===== src/hw/rtl/pnguf_pkg.sv =====
// package of types, constants and the paeth predictor for the png scanline unfilter
`default_nettype none
package pnguf_pkg;

	localparam int MAX_WIDTH = 4096;
	localparam int COL_W     = $clog2(MAX_WIDTH);
	localparam int QDEPTH    = 4;
	localparam int QAW       = $clog2(QDEPTH);

	localparam logic [7:0] FT_NONE  = 8'd0;
	localparam logic [7:0] FT_SUB   = 8'd1;
	localparam logic [7:0] FT_UP    = 8'd2;
	localparam logic [7:0] FT_AVG   = 8'd3;
	localparam logic [7:0] FT_PAETH = 8'd4;

	localparam logic [7:0] CFG_WIDTH  = 8'd0;
	localparam logic [7:0] CFG_HEIGHT = 8'd1;

	typedef enum logic [2:0] {
		FILT_NONE,
		FILT_SUB,
		FILT_UP,
		FILT_AVG,
		FILT_PAETH
	} filt_t;

	typedef struct packed {
		logic [COL_W-1:0] col;
		logic             first_row;
		filt_t            mode;
		logic             unknown;
		logic             row_end;
		logic             image_end;
		logic [23:0]      rgb;
	} qent_t;

	function automatic logic [7:0] paeth(input logic [7:0] a, input logic [7:0] b,
			input logic [7:0] c);
		logic signed [9:0] da;
		logic signed [9:0] db;
		logic signed [9:0] dc;
		logic [9:0] pa;
		logic [9:0] pb;
		logic [9:0] pc;
		logic [7:0] r;
		da = $signed({2'b00, b}) - $signed({2'b00, c});
		db = $signed({2'b00, a}) - $signed({2'b00, c});
		dc = $signed({2'b00, a}) + $signed({2'b00, b}) - $signed({1'b0, c, 1'b0});
		pa = (da < 0) ? 10'(-da) : 10'(da);
		pb = (db < 0) ? 10'(-db) : 10'(db);
		pc = (dc < 0) ? 10'(-dc) : 10'(dc);
		if (pa <= pb && pa <= pc) begin
			r = a;
		end else if (pb <= pc) begin
			r = b;
		end else begin
			r = c;
		end
		return r;
	endfunction

endpackage
`default_nettype wire


===== src/hw/rtl/pnguf_fifo.sv =====
// short queue of classified pixels between front and back end
`default_nettype none
module pnguf_fifo (
	input  wire                  clk,
	input  wire                  arst_n,
	input  wire                  push,
	input  wire  pnguf_pkg::qent_t push_data,
	output logic                 full,
	input  wire                  pop,
	output pnguf_pkg::qent_t     head,
	output logic                 empty
);
	import pnguf_pkg::*;

	qent_t          ent_q [QDEPTH];
	logic [QAW-1:0] wp_q;
	logic [QAW-1:0] rp_q;
	logic [QAW:0]   cnt_q;

	assign full  = (cnt_q == (QAW+1)'(QDEPTH));
	assign empty = (cnt_q == '0);
	assign head  = ent_q[rp_q];

	always_ff @(posedge clk) begin
		if (push) begin
			ent_q[wp_q] <= push_data;
		end
	end

	always_ff @(posedge clk or negedge arst_n) begin
		if (!arst_n) begin
			wp_q  <= '0;
			rp_q  <= '0;
			cnt_q <= '0;
		end else begin
			if (push) begin
				wp_q <= wp_q + QAW'(1);
			end
			if (pop) begin
				rp_q <= rp_q + QAW'(1);
			end
			case ({push, pop})
				2'b10:   cnt_q <= cnt_q + (QAW+1)'(1);
				2'b01:   cnt_q <= cnt_q - (QAW+1)'(1);
				default: cnt_q <= cnt_q;
			endcase
		end
	end

	a_cnt_range: assert property (@(posedge clk) disable iff (!arst_n)
		cnt_q <= (QAW+1)'(QDEPTH))
		else $error("queue count beyond depth");
	a_pop_nonempty: assert property (@(posedge clk) disable iff (!arst_n)
		pop |-> cnt_q != '0)
		else $error("pop from empty queue");

endmodule
`default_nettype wire


===== config.mk =====
export PLATFORM = sky130hd
export DESIGN_NAME = pnguf_fifo
export DESIGN_NICKNAME = d
export VERILOG_FILES = /design/src/hw/rtl/pnguf_pkg.sv /design/src/hw/rtl/pnguf_fifo.sv
export SDC_FILE = /design/constraint.sdc
export NUM_CORES = 1
export LEC_CHECK = 0
export BUFFER_PORTS_ARGS = -buffer_cell sky130_fd_sc_hd__buf_4
export CAP_MARGIN = 15
export CORE_ASPECT_RATIO = 0.7
export CORE_UTILIZATION = 61
export CTS_CLUSTER_DIAMETER = 30
export DETAILED_ROUTE_END_ITERATION = 16
export PLACE_DENSITY = 0.84
export SYNTH_ARGS = -nofsm -noshare
export SYNTH_HDL_FRONTEND = slang
export SYNTH_SLANG_ARGS = --single-unit

===== constraint.sdc =====
create_clock -name clk -period 4.4 [get_ports clk]
set_input_delay 0.44 -clock clk [delete_from_list [all_inputs] [get_ports clk]]
set_output_delay 0.44 -clock clk [all_outputs]
set_load 0.05 [all_outputs]

==> out/summary.txt <==
Clk sinks -> 179
Sequential power share -> 0.399
Antenna-violating nets left -> 0
Area grow syn2layout -> 20.9%
Met3 WL -> 682 um
CTS tree -> done
Hold WS -> 207 ps
Synth area leaders -> edfxtp_1, mux4_2, dfrtp_1
Synth Instances -> 262
Die X -> 127 um
Highest metal used -> met4
Share of cells above drive strength 1 -> 0.446
Worst Path Max Fanout -> 45
Vias per inst -> 5.85
TNS Setup -> 0 ps
Hold Vio Cnt, Final -> 0
Psw -> 2.33 mW
Post-synth EDFFs -> 172
Vias in the first global route -> 3051
Slew HR -> 0.281
Worst path top cell family by delay -> flip-flops
Clock network power share -> 0.247
Final setup fails -> 0
Initial core utilization -> 0.636
Count leader, synth -> edfxtp_1
Register area share after synthesis -> 0.802
Commonest cells post-synth -> edfxtp_1, mux4_2, dfrtp_1
Critical path buffer and inverter count -> 1
Root buf cell -> clkbuf_16
First-pass GRT wire length -> 17300 um
Synth top area share -> 0.775
Worst Path Arrival -> 2350 ps
Detailed Route Iter0 Violations -> 204
N_diodes -> 0
Pin count of the biggest net entering global routing -> 46
Internal power -> 4.01 mW
Fill cells -> 561
RSZ-0062 raised after global routing -> no
CP Launch Type -> flip-flop
Drt total wl -> 11800 um
Die height -> 89.4 um
PD cells -> 787 nW/um^2
Core area -> 10500 um^2
Clock Tree Buf Depth -> 2
Netlist cell types -> 18
DRC viols -> 0
Metal2 WL -> 6060 um
Syn_area_per_cell -> 25.4 um^2
Slowest-stage cell, CP -> dfrtp_4
Comb pwr share -> 0.355
Critical Path End Type -> output pin
IO buf count -> 91
Hpwl dp -> 7000 um
Syn_nets -> 315
Clock Latency Late Sink -> 420 ps
Delay of the slowest critical-path stage -> 1000 ps
Critical path type -> flip-flop to output pin
Required @ worst endpoint -> 3960 ps
RePlAce Congestion -> 0.704
Slew Viols, Final -> 0
Worst Skew -> 6.96 ps
Initial DRT Pass Iterations -> 4
Max cap viols -> 0
Peak supply drop -> 520 uV
Nets@finish -> 420
Hold Crit Class -> input port to flip-flop
Largest area contributor in the netlist -> edfxtp_1
#FFs+latches synth -> 179
Outcome -> finished, final reports clean
IO Count -> 92
Site row count -> 31
Initial antenna violation count -> 0
Async set-reset flop share out of synthesis -> 0.0391
H-Tree Depth -> 4
Leakage power -> 2.84 nW
Top FF cell, synth -> edfxtp_1
Metal-1 WL -> 4880 um
Fmax -> 359 MHz
Vias after detailed routing -> 2989
All-Layer GR Usage -> 0.228
Cts bufs inserted -> 17
Tmin final -> 2790 ps
Clk slew on worst S/H paths -> 60 ps
Die Area -> 11400 um^2
Worst slew pin tran -> 1080 ps
Wirelength per Cell -> 23.0 um
Area of the mapped netlist -> 6660 um^2
Post-layout util -> 0.769
Yosys warnings -> 0
Total grt overflow -> 0
Cell chain of the critical path -> mux4_1, buf_4
Fin crit share -> 0.634
Sw frac -> 0.368
-- power groups by stage --
stage / clock [mW] / sequential (mW) / combinational, mW
after global placement: 0 / 2.54 / 2.22
after detailed placement: 0 / 2.57 / 2.25
after global routing: 1.65 / 2.58 / 2.34
final: 1.56 / 2.53 / 2.25
after floorplan: 0 / 2.33 / 1.90
after CTS: 1.58 / 2.54 / 2.27
-- metal layers --
metal  global-route usage  vias up
met5                    0        -
met4               0.0931        0
met3               0.0712       15
met2                0.375      103
met1                0.292     1560
li1                     -     1311
-- sequential cells by signal, summed over array words and instances (netlist names) --
signal,count
ent_q,172
wp_q,2
cnt_q,3
rp_q,2
-- placed cells by master (no fill, tap or decap), drive strengths merged --
cell type,instances
edfxtp,172
clkbuf,17
xor2,4
nor2,1
xnor2,2
and2,4
fa,1
dlygate4sd3,1
mux4,43
ha,5
bufinv,4
and3,1
clkinvlp,3
nand2,3
o21ai,2
nor3,1
buf,95
dfrtp,7
inv,8
clkinv,5
-- metrics by stage --
step                cells  power [mW]  worst slack [ps]  instance area (um^2)
floorplan             262        4.23              2340                  6660
global placement      479        4.76              2050                  7430
detailed placement    479        4.82              2030                  7430
CTS                   511        6.39              1530                  8060
global route          511        6.57              1460                  8060
finish                511        6.34              1610                  8060
-- final cells by class --
type / instances / area (um^2) / area share
Tap cell: 132 / 165 / 0.0205
Inverter: 6 / 22.5 / 0.00280
Clock inverter: 14 / 186 / 0.0231
Sequential cell: 179 / 5350 / 0.663
Multi-Input combinational cell: 67 / 1190 / 0.148
Clock buffer: 17 / 425 / 0.0528
Timing Repair Buffer: 96 / 723 / 0.0898
-- path summary, 6_finish.rpt --
| kind | startpoint | to | slack (ps) | cells after the start |
|---|---|---|---|---|
| min in group asynchronous | arst_n | wp_q[1] | 380 | 2 |
| max in group asynchronous | arst_n | rp_q[1] | 3890 | 2 |
| setup reg to reg | wp_q[0] | ent_q[0][8] | 2460 | 4 |
| hold / removal | pop | rp_q[0] | 210 | 2 |
| setup / recovery | rp_q[0] | head[3] | 1610 | 2 |
| hold reg to reg | cnt_q[2] | cnt_q[2] | 490 | 1 |
-- worst register-to-register path: cells and delay by family (launching register included) --
kind / cells / cell delay, ps
and+or+nand+nor: 1 / 470
DFF: 1 / 430
adders and majority gates: 1 / 140
buffers and inverters: 2 / 560
-- kinds of logic after synthesis --
family	Yosys count	synth area share
adder cells (fa/ha/maj)	6	0.0124
XOR/XNOR	6	0.00789
multiplexers	43	0.148
buffers and inverters	16	0.0208
AO/OA/AOI/OAI	2	0.00150
flip-flops	179	0.802
AND/OR/NAND/NOR	10	0.00770
-- what timing repair did --
item                                    CTS  global route
endpoints found under the setup margin    0             0
buffers inserted                          0             0
gates resized for setup                   0             0
hold buffers                              1             0
endpoints found under the hold margin     7             0
No activity file was read; power rests on OpenSTA's default activity.
