### src/hw/rtl/pnguf_pkg.sv
// package of types, constants and the paeth predictor for the png scanline unfilter
`default_nettype none
package pnguf_pkg;

	localparam int MAX_WIDTH = 4096;
	localparam int COL_W     = $clog2(MAX_WIDTH);
	localparam int QDEPTH    = 4;
	localparam int QAW       = $clog2(QDEPTH);

	localparam logic [7:0] FT_NONE  = 8'd0;
	localparam logic [7:0] FT_SUB   = 8'd1;
	localparam logic [7:0] FT_UP    = 8'd2;
	localparam logic [7:0] FT_AVG   = 8'd3;
	localparam logic [7:0] FT_PAETH = 8'd4;

	localparam logic [7:0] CFG_WIDTH  = 8'd0;
	localparam logic [7:0] CFG_HEIGHT = 8'd1;

	typedef enum logic [2:0] {
		FILT_NONE,
		FILT_SUB,
		FILT_UP,
		FILT_AVG,
		FILT_PAETH
	} filt_t;

	typedef struct packed {
		logic [COL_W-1:0] col;
		logic             first_row;
		filt_t            mode;
		logic             unknown;
		logic             row_end;
		logic             image_end;
		logic [23:0]      rgb;
	} qent_t;

	function automatic logic [7:0] paeth(input logic [7:0] a, input logic [7:0] b,
			input logic [7:0] c);
		logic signed [9:0] da;
		logic signed [9:0] db;
		logic signed [9:0] dc;
		logic [9:0] pa;
		logic [9:0] pb;
		logic [9:0] pc;
		logic [7:0] r;
		da = $signed({2'b00, b}) - $signed({2'b00, c});
		db = $signed({2'b00, a}) - $signed({2'b00, c});
		dc = $signed({2'b00, a}) + $signed({2'b00, b}) - $signed({1'b0, c, 1'b0});
		pa = (da < 0) ? 10'(-da) : 10'(da);
		pb = (db < 0) ? 10'(-db) : 10'(db);
		pc = (dc < 0) ? 10'(-dc) : 10'(dc);
		if (pa <= pb && pa <= pc) begin
			r = a;
		end else if (pb <= pc) begin
			r = b;
		end else begin
			r = c;
		end
		return r;
	endfunction

endpackage
`default_nettype wire

### src/hw/rtl/pnguf_front.sv
// front end: accepts pixels, tracks column and row, latches and classifies the row filter
`default_nettype none
module pnguf_front (
	input  wire                  clk,
	input  wire                  arst_n,
	input  wire                  s_tvalid,
	output logic                 s_tready,
	input  wire  [23:0]          s_tdata,  // in_red, in_green, in_blue
	input  wire  [7:0]           s_tuser,  // filter_type
	input  wire  [12:0]          image_width,
	input  wire  [15:0]          image_height,
	input  wire                  full,
	output logic                 push,
	output pnguf_pkg::qent_t     push_data
);
	import pnguf_pkg::*;

	logic [COL_W-1:0] col_q;
	logic [15:0]      row_q;
	logic [7:0]       filter_q;
	logic [COL_W-1:0] wlast;
	logic [15:0]      hlast;
	logic [COL_W-1:0] x;
	logic [7:0]       ftype;
	logic             row_end;
	logic             image_end;

	assign s_tready = !full;
	assign push     = s_tvalid && !full;

	always_comb begin
		if (image_width == 13'd0) begin
			wlast = '0;
		end else if (image_width > 13'(MAX_WIDTH)) begin
			wlast = COL_W'(MAX_WIDTH - 1);
		end else begin
			wlast = COL_W'(image_width - 13'd1);
		end
		hlast     = (image_height == 16'd0) ? 16'd0 : image_height - 16'd1;
		x         = (col_q >= wlast) ? wlast : col_q;
		ftype     = (x == '0) ? s_tuser : filter_q;
		row_end   = (x == wlast);
		image_end = row_end && (row_q >= hlast);
	end

	always_comb begin
		push_data.col       = x;
		push_data.first_row = (row_q == 16'd0);
		push_data.row_end   = row_end;
		push_data.image_end = image_end;
		push_data.rgb       = s_tdata;
		push_data.unknown   = 1'b0;
		case (ftype)
			FT_NONE:  push_data.mode = FILT_NONE;
			FT_SUB:   push_data.mode = FILT_SUB;
			FT_UP:    push_data.mode = FILT_UP;
			FT_AVG:   push_data.mode = FILT_AVG;
			FT_PAETH: push_data.mode = FILT_PAETH;
			default: begin
				push_data.mode    = FILT_NONE;
				push_data.unknown = 1'b1;
			end
		endcase
	end

	always_ff @(posedge clk or negedge arst_n) begin
		if (!arst_n) begin
			col_q    <= '0;
			row_q    <= '0;
			filter_q <= '0;
		end else if (push) begin
			if (x == '0) begin
				filter_q <= s_tuser;
			end
			if (row_end) begin
				col_q <= '0;
				row_q <= image_end ? 16'd0 : row_q + 16'd1;
			end else begin
				col_q <= x + COL_W'(1);
			end
		end
	end

endmodule
`default_nettype wire

### config.mk
export PLATFORM = sky130hd
export DESIGN_NAME = pnguf_front
export DESIGN_NICKNAME = d
export VERILOG_FILES = /design/src/hw/rtl/pnguf_pkg.sv /design/src/hw/rtl/pnguf_front.sv
export SDC_FILE = /design/constraint.sdc
export NUM_CORES = 1
export LEC_CHECK = 0
export ABC_AREA = 1
export BUFFER_PORTS_ARGS = -buffer_cell sky130_fd_sc_hd__buf_2
export CORE_MARGIN = 2
export CORE_UTILIZATION = 35
export DETAILED_ROUTE_END_ITERATION = 8
export HOLD_SLACK_MARGIN = 0.02
export PLACE_DENSITY = 0.55
export SLEW_MARGIN = 20
export SYNTH_ARGS = -nofsm -noshare
export SYNTH_HDL_FRONTEND = slang
export SYNTH_SLANG_ARGS = --single-unit
### constraint.sdc
create_clock -name clk -period 11.23 [get_ports clk]
set_clock_uncertainty 0.2 [all_clocks]
set_input_delay 0.5615 -clock clk [delete_from_list [all_inputs] [get_ports clk]]
set_output_delay 0.5615 -clock clk [all_outputs]
set_load 0.01 [all_outputs]
==> results of run 1 <==
==> state kept, by name, indices dropped and copies added, names as in the netlist <==
| name | cells |
|---|---|
| row_q | 16 |
| filter_q | 8 |
| col_q | 12 |
==> stage by stage <==
step	setup slack [ns]	hold slack (ns)	power [mW]
after detailed placement	5.92	0.274	0.652
after CTS	5.91	0.231	0.789
after global routing	5.41	0.267	0.860
after global placement	6.08	0.273	0.647
final	5.92	0.184	0.785
after floorplan	6.41	0.0659	0.528
==> cells by family (layout without fill, tap and decap cells) <==
logic type,Yosys count,after routing,synth area share (%)
simple gates,451,451,46.2
buf+inv,122,152,13.6
compound gates,46,46,5.58
flops,36,36,19.4
fa+ha+maj,34,34,9.16
xor+xnor,32,32,6.04
==> Yosys cell counts, drive strengths merged <==
cell type / instances
nand2: 255
inv: 83
nor2: 73
nand3: 64
dfrtp: 36
buf: 34
ha: 34
nand4: 28
o21ai: 24
xor2: 22
a21oi: 15
nor3: 10
xnor2: 10
nand3b: 8
nor4: 7
or2: 6
clkbuf: 5
a31oi: 2
a211oi: 1
a31o: 1
o2111ai: 1
o211ai: 1
o21a: 1
==> critical path, delay by kind of cell <==
family,cells,cell delay (ns)
buffers and inverters,6,0.62
AOI/OAI and AO/OA,1,0.27
adders and majority gates,3,0.69
and+or+nand+nor,22,2.42
==> per-layer routing <==
layer,global-route usage [%],vias to the layer above,wire (um)
met5,0,-,0
met4,3.50,0,156
met3,2.20,19,405
met2,30.7,81,5820
met1,22.8,2091,5460
li1,-,2362,-
==> layout make-up <==
type	instances	area (um2)	share of cell area (%)
repair buffers	62	313	6.26
clock inverters	1	5.00	0.100
flip-flops and latches	36	901	18.0
well taps	176	220	4.41
multi-input cells	563	3110	62.3
clock buffers	6	129	2.58
inverters	83	314	6.29
==> worst max path at each step <==
stage / slack [ns] / startpoint / endpoint
2_1_floorplan: 6.41 / image_width[0] / push_data[28]
3_3_place_gp: 6.08 / image_width[0] / push_data[29]
3_5_place_dp: 5.92 / image_width[0] / push_data[28]
4_1_cts: 5.91 / image_width[0] / push_data[28]
5_1_grt: 5.41 / image_width[0] / push_data[28]
6_report: 5.92 / image_width[0] / push_data[29]
==> power by group through the flow <==
stage          clock network (mW)  logic [mW]  registers [mW]
2_1_floorplan                   0       0.352           0.176
3_3_place_gp                    0       0.461           0.187
3_5_place_dp                    0       0.465           0.186
4_1_cts                     0.137       0.467           0.184
5_1_grt                     0.143       0.529           0.188
6_report                    0.135       0.465           0.184
==> run_results.csv, run 1 <==
group,metric,value,unit
outcome,status,"finished, final reports clean",
sta,fmax,188,MHz
setup_path,path_class,"input pin to output pin",
layout,fillers,1412,
grt,grt_max_degree,37,
yosys,avgSynthCellArea,6.44,um2
pwr,clock_power_share,17.3,%
grt,grt_pass1_wl,20.9,mm
grt,antenna_found_initial,0,
floorplan,fp.dieW,119,um
sta,finalSetupTns,0,ns
sta,setup_violations,0,
cts,cts_buffers,5,
yosys,synth_top_cell_by_area,"dfrtp_1",
sta,grt_setup_unrepaired,"no",
layout,mostFrequentLayoutCell,"nand2_1",
pwr,vdd_drop_max,64.6,uV
layout,layout_common_cells,"nand2_1, inv_1, buf_2",
setup_path,ff2ff_path_depth,17,
placed_design,io_buffers,61,
hold_path,hp-class,"input pin to async pin",
setup_path,cp-end-kind,"output pin",
setup_path,reg2reg_to,"row_q[5]",
cts,cts_tree,"done",
pwr,seq_power_share,23.5,%
pwr,p_switching,0.390,mW
sta,period_minus_slack,5.31,ns
floorplan,die_h,119,um
layout,final_area,4990,um2
routing,drcViolationCount,0,
yosys,syn_nets,820,
sta,fin_crit_sh,47.3,%
routing,drtIter0Drc,215,
cts,root_buffer,"clkbuf_16",
setup_path,path_max_fanout,17,
routing,post_drt_wl_per_cell,12.8,um
floorplan,die_area,14200,um2
setup_path,crit_top_cell,"nand2_1",
placed_design,dp_hpwl,9.37,mm
sta,slew_viol_final,0,
pwr,intPower,0.394,mW
cts,cts-resized-gates,0,
yosys,synthTopCellsByArea,"dfrtp_1, nand2_1, ha_1, inv_1, nand3_1",
run,drv_cap,0,
grt,grt_pass1_vias,4461,
setup_path,cp_slowest_cell,"ha_1",
cts,htreeDepth,2,
setup_path,r2r_start,"col_q[11]",
routing,vias,4553,
layout,drive_gt1_share,17.6,%
cts,cts_hold_buf,0,
layout,antenna_cells,0,
routing,ant_nets,0,
setup_path,crit_required,10.47,ns
sta,slew_headroom,36.0,%
placed_design,gp_congestion,0.879,
routing,drt_wl_total,11.8,mm
cts,postCtsSetupBuffers,0,
yosys,ys_ff_latch,36,
cts,cts_buffer_depth,2,
pwr,power_density,157,nW/um2
setup_path,cp_slowest_stage_delay,0.30,ns
floorplan,start_util,35.5,%
pwr,cellLeakagePower,2.73,nW
placed_design,dpl.cell_count,920,
sta,hold_viol_final,0,
grt,grt_util_all_layers,17.4,%
cts,cts_sinks,36,
floorplan,core_area,13100,um2
yosys,yosysSeqAreaShare,19.4,%
floorplan,ios,110,
yosys,ys_warn_count,0,
routing,via_per_inst,4.91,
pwr,swShare,49.7,%
grt,grt-ovfl-total,0,
setup_path,cp-start-kind,"input pin",
cts,cts.reportedPaths.clkPinSlew,0.06,ns
cts,clk_latency,0.28,ns
floorplan,num_rows,42,
sta,worstMarginPinSlew,0.957,ns
layout,final_core_util,38.2,%
setup_path,cp.arrival,4.55,ns
yosys,yosysUniqueCellTypes,38,
layout,fin_nets,850,
yosys,yosys.area.top_type_share,19.4,%
yosys,netlist_instances,721,
pwr,p_comb_share,59.2,%
placed_design,placed_area,4860,um2
yosys,synth.cell_area,4640,um2
layout,area_growth,7.55,%
routing,drt_first_pass_iters,4,
setup_path,reg2reg_slack,7.70,ns
layout,stdcell_count,927,
Note: power is estimated with default switching activity, not from simulation.
==> run 2, diff against run 1 <==
Settings changed: PLACE_DENSITY 0.55 to 0.57.
Clock period 11.23 ns to 4.4 ns, I/O delays scaled along.
==> run_results.csv, run 2 (synthesis gave the netlist of run 1 again) <==
group,metric,value,unit
sta,slew_viol_final,0,
setup_path,cp_slowest_stage_delay,0.29,ns
sta,fmax,245,MHz
floorplan,die_area,14200,um2
routing,vias,4543,
sta,period_minus_slack,4.08,ns
layout,stdcell_count,948,
sta,fin_crit_sh,92.8,%
layout,largest_reg_flops,16,
hold_path,holdPathStages,5,
layout,top_regs,"row_q (16), col_q (12), filter_q (8)",
grt,grt-ovfl-total,0,
floorplan,die_h,119,um
cts,cts_sinks,36,
sta,slew_headroom,44.5,%
routing,drtIter0Drc,298,
run,drv_cap,0,
layout,fillers,1427,
layout,layout_common_cells,"nand2_1, inv_1, buf_2",
routing,drcViolationCount,0,
layout,mostFrequentLayoutCell,"nand2_1",
floorplan,start_util,35.5,%
setup_path,cp-start-kind,"input pin",
placed_design,dp_hpwl,9.36,mm
grt,grt_util_all_layers,17.1,%
cts,htreeDepth,2,
pwr,power_density,399,nW/um2
pwr,vdd_drop_max,223,uV
layout,drive_gt1_share,20.7,%
setup_path,ff2ff_path_depth,19,
sta,worstMarginPinSlew,0.833,ns
grt,grt_pass1_wl,20.4,mm
placed_design,gp_congestion,0.871,
grt,grt_max_degree,37,
floorplan,core_area,13100,um2
grt,antenna_found_initial,0,
sta,setup_slack,0.316,ns
layout,fin_nets,870,
cts,cts_tree,"done",
routing,drt_wl_total,11.8,mm
cts,clk_latency,0.27,ns
setup_path,cp.arrival,3.66,ns
cts,cts.reportedPaths.clkPinSlew,0.05,ns
outcome,status,"finished, final reports clean",
layout,regMostFlops,"row_q",
cts,root_buffer,"clkbuf_16",
setup_path,path_max_fanout,7,
layout,antenna_cells,0,
routing,ant_nets,0,
routing,drt_first_pass_iters,5,
routing,post_drt_wl_per_cell,12.5,um
setup_path,cp_slowest_cell,"nand3_1",
setup_path,cp-end-kind,"output pin",
placed_design,io_buffers,61,
setup_path,crit_required,3.98,ns
sta,setup_violations,0,
cts,cts_buffers,5,
pwr,cellLeakagePower,2.84,nW
pwr,total_power,2.07,mW
setup_path,crit_top_cell,"nand2_1",
placed_design,post-place-ws,0.136,ns
floorplan,num_rows,42,
floorplan,fp.dieW,119,um
placed_design,placed_area,4960,um2
floorplan,ios,110,
layout,final_area,5200,um2
grt,grt_pass1_vias,4360,
hold_path,hp-class,"input pin to flop",
cts,cts_buffer_depth,2,
sta,hold_viol_final,0,
layout,area_growth,12.0,%
routing,via_per_inst,4.79,
setup_path,path_class,"input pin to output pin",
placed_design,dpl.cell_count,933,
-- run 2: power by group --
| group | total [mW] | internal [mW] | switching [mW] |
|---|---|---|---|
| registers | 0.473 | 0.401 | 0.0714 |
| logic | 1.24 | 0.441 | 0.799 |
| clock network | 0.360 | 0.225 | 0.135 |
-- run 2: critical path: cells and delay by family --
kind | cells | cell delay [ns]
buffers and inverters | 5 | 0.58
AND/OR/NAND/NOR | 20 | 2.18
adder cells (fa/ha/maj) | 2 | 0.50
AO/OA/AOI/OAI | 1 | 0.16
-- run 2: area by class of cell --
class,instances,area [um2],area share (%)
repair buffers,82,469,9.02
multi-input cells,563,3150,60.5
clock inverters,1,7.51,0.144
flip-flops and latches,36,901,17.3
well taps,176,220,4.23
inverters,83,314,6.04
clock buffers,7,143,2.74
-- run 2: worst paths after layout --
| path | slack [ns] | start | endpoint |
|---|---|---|---|
| max | 0.32 | image_width[5] | push_data[26] |
| min | 0.15 | s_tuser[4] | filter_q[4] |
| max reg2reg | 1.26 | col_q[11] | col_q[11] |
| min reg2reg | 0.28 | col_q[0] | col_q[0] |
| max in group asynchronous | 3.09 | arst_n | row_q[2] |
| min in group asynchronous | 0.38 | arst_n | col_q[9] |
-- run 2: per-stage QoR --
step / hold slack [ns] / util, % / setup TNS (ns)
after floorplan: -0.276 / - / 0
after global placement: 0.172 / 37.9 / 0
after detailed placement: 0.175 / 37.9 / 0
after CTS: 0.150 / 39.1 / 0
after global routing: 0.195 / 39.8 / -0.00514
final: 0.154 / 39.8 / 0
-- run 2: timing repair --
action | CTS | global route
hold buffers | 1 | 0
hold endpoints to repair | 36 | 0
setup endpoints to repair | 0 | 6
setup buffers | 0 | 6
gates resized for setup | 0 | 11
-- run 2: routing by layer --
layer	global-route usage, %	wire [um]
met3	2.30	454
met1	22.7	5590
met5	0	0
met2	29.3	5600
met4	3.87	172
